$ cat config.mk
export PLATFORM = sky130hd
export DESIGN_NAME = fraction_reducer
export DESIGN_NICKNAME = d
export VERILOG_FILES = /design/src/fr_pkg.sv /design/src/fraction_reducer.sv
export SDC_FILE = /design/constraint.sdc
export NUM_CORES = 1
export LEC_CHECK = 0
export ABC_AREA = 1
export BUFFER_PORTS_ARGS = -buffer_cell sky130_fd_sc_hd__buf_2
export CORE_UTILIZATION = 60
export DETAILED_ROUTE_END_ITERATION = 8
export GPL_TIMING_DRIVEN = 1
export PLACE_DENSITY_LB_ADDON = 0.25
export REMOVE_ABC_BUFFERS = 1
export SLEW_MARGIN = 20
export SYNTH_ARGS = -nofsm -noshare
export SYNTH_HDL_FRONTEND = slang
export SYNTH_SLANG_ARGS = --single-unit
$ cat constraint.sdc
create_clock -name aclk -period 17.5 [get_ports aclk]
set_clock_uncertainty 0.15 [all_clocks]
set_input_delay 5.25 -clock aclk [delete_from_list [all_inputs] [get_ports aclk]]
set_output_delay 5.25 -clock aclk [all_outputs]
set_load 0.1 [all_outputs]
$ cat src/fr_pkg.sv
// Shared constants for the fraction reducer: sequencer state codes.
package fr_pkg;

    // Sequencer states
    localparam logic [2:0] ST_IDLE  = 3'd0;
    localparam logic [2:0] ST_TWOS  = 3'd1;
    localparam logic [2:0] ST_GCD   = 3'd2;
    localparam logic [2:0] ST_SCALE = 3'd3;
    localparam logic [2:0] ST_DIVN  = 3'd4;
    localparam logic [2:0] ST_DIVD  = 3'd5;
    localparam logic [2:0] ST_DONE  = 3'd6;

endpackage

$ cat src/fraction_reducer.sv
// Fraction reducer: binary gcd and two restoring divisions on one shared subtractor.
//
//  channel | direction | tdata fields (lowest bit first)
//  --------+-----------+--------------------------------------------------
//  s_      | in        | numerator_in, denominator_in
//  m_      | out       | numerator_out, denominator_out, common_factor
//
//  One transaction is in work at a time; s_tready is high only while idle.
//  When either value is 0 or 1 the result goes straight out with a factor of one;
//  otherwise the k shared factors of two are stripped, the gcd steps run, the factors
//  are restored and, unless the gcd is one, both values are divided by it.
//  Reset clears the sequencer and the output valid; no clearing pass.
//  The result waits in an output register until m_tready takes it.
module fraction_reducer #(
    parameter int VALUE_WIDTH = 32
) (
    input  logic                                       aclk,
    input  logic                                       aresetn,
    input  logic                                       s_tvalid,
    output logic                                       s_tready,
    // numerator_in, denominator_in
    input  logic [((2*VALUE_WIDTH+7)/8)*8-1:0]         s_tdata,
    output logic                                       m_tvalid,
    input  logic                                       m_tready,
    // numerator_out, denominator_out, common_factor
    output logic [((3*VALUE_WIDTH+7)/8)*8-1:0]         m_tdata
);
    import fr_pkg::*;

    localparam int W    = VALUE_WIDTH;
    localparam int KW   = $clog2(W);
    localparam int MW   = ((3*VALUE_WIDTH+7)/8)*8;

    logic [2:0]    state_reg, state_next;
    logic [W-1:0]  a_reg, a_next;
    logic [W-1:0]  b_reg, b_next;
    logic [W-1:0]  num_reg, num_next;
    logic [W-1:0]  den_reg, den_next;
    logic [W-1:0]  rem_reg, rem_next;
    logic [KW-1:0] k_reg, k_next;
    logic [KW-1:0] cnt_reg, cnt_next;
    logic          m_valid_reg, m_valid_next;
    logic [MW-1:0] m_data_reg, m_data_next;

    logic [W-1:0]  in_num, in_den;
    logic [W:0]    opa, opb;
    logic [W+1:0]  diff;
    logic          a_ge_b;
    logic          fits;
    logic [W:0]    div_shift;
    logic          div_last;

    assign in_num = s_tdata[W-1:0];
    assign in_den = s_tdata[2*W-1:W];
    assign a_ge_b = (a_reg >= b_reg);
    assign div_last = (cnt_reg == KW'(W-1));

    // Shared compare/subtract unit: operands chosen by the sequencer
    always_comb begin
        div_shift = {rem_reg, (state_reg == ST_DIVD) ? den_reg[W-1] : num_reg[W-1]};
        if (state_reg == ST_DIVN || state_reg == ST_DIVD) begin
            opa = div_shift;
            opb = {1'b0, a_reg};
        end else if (a_ge_b) begin
            opa = {1'b0, a_reg};
            opb = {1'b0, b_reg};
        end else begin
            opa = {1'b0, b_reg};
            opb = {1'b0, a_reg};
        end
        diff = {1'b0, opa} - {1'b0, opb};
        fits = ~diff[W+1];
    end

    // Sequencer
    always_comb begin
        state_next   = state_reg;
        a_next       = a_reg;
        b_next       = b_reg;
        num_next     = num_reg;
        den_next     = den_reg;
        rem_next     = rem_reg;
        k_next       = k_reg;
        cnt_next     = cnt_reg;
        m_valid_next = m_valid_reg;
        m_data_next  = m_data_reg;

        // drop the result once taken
        if (m_valid_reg && m_tready) begin
            m_valid_next = 1'b0;
        end

        case (state_reg)
            ST_IDLE: begin
                if (s_tvalid) begin
                    num_next = in_num;
                    den_next = in_den;
                    a_next   = in_num;
                    b_next   = in_den;
                    k_next   = '0;
                    if (in_num <= W'(1) || in_den <= W'(1)) begin
                        a_next     = W'(1);
                        state_next = ST_DONE;
                    end else begin
                        state_next = ST_TWOS;
                    end
                end
            end
            ST_TWOS: begin
                // strip common factors of two
                if (!a_reg[0] && !b_reg[0]) begin
                    a_next = a_reg >> 1;
                    b_next = b_reg >> 1;
                    k_next = k_reg + KW'(1);
                end else begin
                    state_next = ST_GCD;
                end
            end
            ST_GCD: begin
                if (a_reg == b_reg) begin
                    state_next = ST_SCALE;
                end else if (!a_reg[0]) begin
                    a_next = a_reg >> 1;
                end else if (!b_reg[0]) begin
                    b_next = b_reg >> 1;
                end else if (a_ge_b) begin
                    a_next = diff[W:1];
                end else begin
                    b_next = diff[W:1];
                end
            end
            ST_SCALE: begin
                // restore the factors of two, then divide unless the gcd is one
                if (k_reg != '0) begin
                    a_next = a_reg << 1;
                    k_next = k_reg - KW'(1);
                end else if (a_reg == W'(1)) begin
                    state_next = ST_DONE;
                end else begin
                    rem_next   = '0;
                    cnt_next   = '0;
                    state_next = ST_DIVN;
                end
            end
            ST_DIVN: begin
                rem_next = fits ? diff[W-1:0] : div_shift[W-1:0];
                num_next = {num_reg[W-2:0], fits};
                cnt_next = cnt_reg + KW'(1);
                if (div_last) begin
                    rem_next   = '0;
                    cnt_next   = '0;
                    state_next = ST_DIVD;
                end
            end
            ST_DIVD: begin
                rem_next = fits ? diff[W-1:0] : div_shift[W-1:0];
                den_next = {den_reg[W-2:0], fits};
                cnt_next = cnt_reg + KW'(1);
                if (div_last) begin
                    state_next = ST_DONE;
                end
            end
            ST_DONE: begin
                // hold until the output register is free
                if (!m_valid_reg || m_tready) begin
                    m_valid_next = 1'b1;
                    m_data_next  = MW'({a_reg, den_reg, num_reg});
                    state_next   = ST_IDLE;
                end
            end
            default: begin
                state_next = ST_IDLE;
            end
        endcase
    end

    // Control registers
    always_ff @(posedge aclk) begin
        if (!aresetn) begin
            state_reg   <= ST_IDLE;
            m_valid_reg <= 1'b0;
        end else begin
            state_reg   <= state_next;
            m_valid_reg <= m_valid_next;
        end
    end

    // Datapath registers
    always_ff @(posedge aclk) begin
        a_reg      <= a_next;
        b_reg      <= b_next;
        num_reg    <= num_next;
        den_reg    <= den_next;
        rem_reg    <= rem_next;
        k_reg      <= k_next;
        cnt_reg    <= cnt_next;
        m_data_reg <= m_data_next;
    end

    assign s_tready = (state_reg == ST_IDLE);
    assign m_tvalid = m_valid_reg;
    assign m_tdata  = m_data_reg;

`ifndef SYNTHESIS
    // An accepted transaction takes the sequencer out of idle
    a_busy_after_accept: assert property (@(posedge aclk) disable iff (!aresetn)
        (s_tvalid && s_tready) |=> !s_tready)
        else $error("accepted a transaction but stayed ready");

    // The gcd loop never works on a zero operand
    a_gcd_nonzero: assert property (@(posedge aclk) disable iff (!aresetn)
        (state_reg == ST_GCD) |-> (a_reg != '0 && b_reg != '0))
        else $error("zero operand in gcd loop");

    // Divisor is at least two during division
    a_div_divisor: assert property (@(posedge aclk) disable iff (!aresetn)
        (state_reg == ST_DIVN || state_reg == ST_DIVD) |-> (a_reg > W'(1)))
        else $error("division by a trivial divisor");

    // A delivered factor is never zero
    a_factor_nonzero: assert property (@(posedge aclk) disable iff (!aresetn)
        m_valid_reg |-> (m_data_reg[3*W-1:2*W] != '0))
        else $error("zero common factor");
`endif

endmodule
Word-level counts from Yosys, hierarchy flattened
Index checks and enable logic that the tools add are counted.
W data, S select, Z words.
{ "word_totals": {"mem_bits_rw": 0, "rom_bits": 0, "reg_bits": 270, "n_memories": 0, "latch_bits": 0, "in_bits": 68} }
{ "op_classes": {"div": 0, "n_mux": 50, "n_shift": 0, "reduce_logical": 26, "n_addsub": 4, "n_bitwise": 1, "magnitude_cmp": 3, "n_eq_ne": 24, "mul": 0} }
{ "op_table": {"columns": ["op", "n"], "rows": [
  ["$mux W32", 21],
  ["$pmux W32 S3", 2],
  ["$pmux W32 S2", 2],
  ["$pmux W32 S4", 1],
  ["$mux W33", 2],
  ["$le A32 B1 Y1 const B", 2],
  ["$sub A33 B33 Y34", 1],
  ["$eq A32 B1 Y1 const B", 1],
  ["$eq A32 B32 Y1", 1],
  ["$ge A32 B32 Y1", 1],
  ["$mux W5", 6],
  ["$pmux W5 S3", 2],
  ["$mux W3", 8],
  ["$ne A2 B2 Y1 const B", 12],
  ["$pmux W3 S7", 1],
  ["$reduce_and A7 Y1", 2],
  ["$add A5 B1 Y5 const B", 2],
  ["$reduce_and A5 Y1", 2],
  ["$eq A3 B3 Y1 const B", 3],
  ["$ne A3 B3 Y1 const B", 3],
  ["$reduce_bool A3 Y1", 3],
  ["$eq A3 B2 Y1 const B", 2],
  ["$reduce_and A2 Y1", 3],
  ["$reduce_and A6 Y1", 1],
  ["15 further kinds", 24]
]} }

Depth between registers and ports, before layout
{ "depth": {"word_depth": 9, "mapped_depth": 37} }

Worst setup path after synthesis
No wires, ideal clock.
{ "synth_path": {"kind": "input to register", "startpoint": "in m_tready", "endpoint": "reg m_data_reg[0], in the netlist m_tdata[0] (enable)", "path_slack_ns": 7.506, "stages": 2, "arrival_time_ns": 9.293, "cell_sequence": "nor2_1 > nor2_1"} }
{ "synth_via": {"elab_chain_len": 2} }
{ "synth_rtl": {"columns": ["item", "line_no", "text"], "rows": [
  ["start, declared", "fraction_reducer.sv:24", "input logic m_tready,"],
  ["$logic_or A1 B1 Y1", "fraction_reducer.sv:165", "if (!m_valid_reg || m_tready) begin"],
  ["$reduce_and A2 Y1 (no line)", null, null],
  ["end signal, assigned", "fraction_reducer.sv:197", "m_data_reg <= m_data_next;"],
  ["end, declared", "fraction_reducer.sv:43", "logic [MW-1:0] m_data_reg, m_data_next;"]
]} }
No other way between the ends.
A chain may end at the register's enable or synchronous reset.

Worst setup path in the final report
{ "layout_path": {"startpoint": "in s_tdata[62]", "endpoint": "reg a_reg[30] (data pin)"} }
{ "layout_via": {"elab_chain_len": 5} }
{ "layout_rtl": {"columns": ["item", "line_no", "text"], "rows": [
  ["start, declared", "fraction_reducer.sv:22", "input logic [((2*VALUE_WIDTH+7)/8)*8-1:0] s_tdata,"],
  ["$le A32 B1 Y1", "fraction_reducer.sv:101", "if (in_num <= W'(1) || in_den <= W'(1)) begin"],
  ["$logic_or A1 B1 Y1", "fraction_reducer.sv:101", null],
  ["$mux W32", "fraction_reducer.sv:101", null],
  ["$mux W32", "fraction_reducer.sv:95", "if (s_tvalid) begin"],
  ["$pmux W32 S4", "fraction_reducer.sv:93", "case (state_reg)"],
  ["net a_next[30]", "fraction_reducer.sv:35", "logic [W-1:0] a_reg, a_next;"],
  ["end signal, assigned", "fraction_reducer.sv:190", "a_reg <= a_next;"],
  ["end, declared", "fraction_reducer.sv:35", null]
]} }
The timed path passes the listed nets, and every way through them passes these cells. The select of a mux whose other input is x is not followed.

==> results_dict.tcl <==
set metrics [dict create \
    first_pass_iters 8 \
    ys_seq_elements 270 \
    cts-root-buf "clkbuf_16" \
    grt_pass1_wl_microns 80120 \
    nNetsFinal 2304 \
    ys_types 51 \
    final_hold_viol_count 0 \
    met2_usage_pct 57.37 \
    vias 15171 \
    fin_crit_sh_pct 42.59 \
    cts_made_buffers 29 \
    cts_hold_buffers 0 \
    start_util_pct 61.36 \
    yosysTopAreaCellShare_pct 48.17 \
    synth-xor-area-share_pct 0.9507 \
    synth_area_leader_cell "edfxtp_1" \
    core_sq_mm 0.02703 \
    synthCells 2025 \
    clk_latency_ps 560 \
    fill_cells 2250 \
    ys_seq_area_share_pct 48.65 \
    min_path_type "flip-flop to flip-flop" \
    io_pins 166 \
    synth_warnings 0 \
    synth_most_common_cell "nand2_1" \
    worstSetupPathType "input pin to flip-flop" \
    crit_path_start_kind "input pin" \
    status "finished clean" \
    critical_path_arrival_ps 7590 \
    cts_resized 0 \
    synth_ff_type "edfxtp_1" \
    path_clk_slew_ps 60 \
    drc_errors 0 \
    yosys.area_share.simple_pct 21.30 \
    gp_congestion 0.9989 \
    worst_pin_slew_ps 962.8 \
    largest_reg_flops 96 \
    placement.io_buffers 165 \
    die_w_microns 168.3 \
    drtIter0Drc 2163 \
    grt-ovfl-total 0 \
    netlist_area_sq_mm 0.01658 \
    clkSinkCount 270 \
    grt_usage_pct 37.24 \
    hold_ws_ps 302.2 \
    dp_hpwl_microns 39540 \
    slew_violations 0 \
    grt_pass1_vias 13996 \
    relSlewSlack_pct 35.67 \
    grt_max_degree 66 \
    syn_to_final_growth_pct 11.81 \
    htreeDepth 1 \
    grt_antenna_before_repair 1 \
    critical_path.max_fanout 20 \
    ys_async_sr_fraction_pct 0 \
    wl_microns 52530 \
    viasPerCell 6.011 \
    wl_per_cell_microns 20.81 \
    synth_fa_ha_area_share_pct 5.674 \
    clockBufferDepth 3 \
    synth_mux_area_share_pct 0 \
    clock.fmax_ghz 0.1342 \
    synth_top_family_by_area "simple AND/OR/NAND/NOR gates" \
    ant_nets 0 \
    rsz0062_at_grt "no" \
    cts_tree "done" \
    synthTopCellsByCount "nand2_1 (597), inv_1 (292), edfxtp_1 (266)" \
    die_area_sq_mm 0.02831 \
    std_cell_rows 60 \
    end_kind "flip-flop" \
    post_cts.repair.setup_buffers 0 \
    fin_setup_tns_ps 0 \
    synth-compound-area-share_pct 14.04 \
    busiest_layer "met2" \
    die_h_microns 168.3 \
    synth_edf_count 266 \
    use_met1_pct 55.05 \
    max_cap_viol_count 0 \
    drive_above_1_share_pct 12.47 \
    worstPathRequired_ps 17640 \
    setup_viol 0 \
    use_met3_pct 5.994 \
    syn_area_per_cell_sq_um 8.189 \
    min_period_ps 7453 \
    ys_top_cells_by_area "edfxtp_1 (48%), nand2_1 (14%), inv_1 (6.6%), ha_1 (5.4%), o21ai_0 (4.9%)" \
]
[cell usage in the layout, fill, tap and decap left out, drive strengths merged, types with 5 or more instances in the layout]
| master | Yosys | layout |
|---|---|---|
| o211ai | 5 | 5 |
| edfxtp | 266 | 266 |
| o21ai | 230 | 230 |
| a21oi | 141 | 141 |
| o22ai | 5 | 5 |
| inv | 304 | 305 |
| nand3 | 71 | 71 |
| a31oi | 9 | 9 |
| xnor2 | 10 | 10 |
| nor3 | 18 | 18 |
| buf | 38 | 183 |
| o221ai | 5 | 5 |
| xor2 | 8 | 8 |
| nor4 | 7 | 7 |
| clkinv | 2 | 14 |
| nand4 | 34 | 34 |
| a221oi | 14 | 14 |
| o21bai | 8 | 8 |
| nand2 | 605 | 605 |
| ha | 72 | 72 |
| nor2 | 110 | 110 |
| clkbuf | 39 | 31 |
[stage by stage]
step                setup slack, ps  util (%)  std cells  cell area (sq um)
finish                        10050     68.61       2524              18540
global route                  10000     68.61       2524              18540
CTS                           10110     68.60       2523              18540
detailed placement             9522     65.17       2472              17610
global placement               9669     65.17       2472              17610
floorplan                      7506         -       1948              16180
[worst max-delay path: stages]
cell     delay, ps
buf_2          100
inv_1          230
nand4_1        130
nor4_1         540
nand2_1        100
nand2_1        410
inv_1          470
nand2_1        150
nand2_1         70
inv_1           90
a21oi_1         50
[per-layer routing]
metal	share of wire (%)	wire [microns]
met5	0	0
met1	40	21140
met3	13	6925
met4	2.3	1211
met2	44	23250
[path summary, 6_finish.rpt]
| check | start | to | slack, ps | depth (start not counted) |
|---|---|---|---|---|
| hold / removal | num_reg[22]$_DFFE_PP_ | m_tdata[22]$_DFFE_PP_ | 300 | 0 |
| setup / recovery | s_tdata[62] | a_reg[30]$_DFFE_PP_ | 10050 | 11 |
| hold reg to reg | num_reg[22]$_DFFE_PP_ | m_tdata[22]$_DFFE_PP_ | 300 | 0 |
| setup reg to reg | b_reg[0]$_DFFE_PP_ | rem_reg[23]$_DFFE_PP_ | 10760 | 23 |
[area by class of cell]
type,instances,area (sq um),share of cell area (%)
antenna,1,2.502,0.01350
multi-input combinational,1372,7008,37.80
timing repair buffer,183,960.9,5.183
sequential,270,8068,43.51
clock inverter,20,193.9,1.046
tap,341,426.7,2.301
clock buffer,31,733.2,3.954
inverter,306,1149,6.195
[cell families (layout without fill, tap and decap cells)]
family	count (synthesis)	after routing
XOR/XNOR	18	18
adder cells (fa/ha/maj)	74	74
other	0	1
AND/OR/NAND/NOR	853	853
AO/OA/AOI/OAI	427	427
buffers and inverters	383	540
flip-flops	270	270
Power is left out: the tool's default activity adds up to more than one toggle a clock period on the data nets, which glitch-free logic cannot reach.
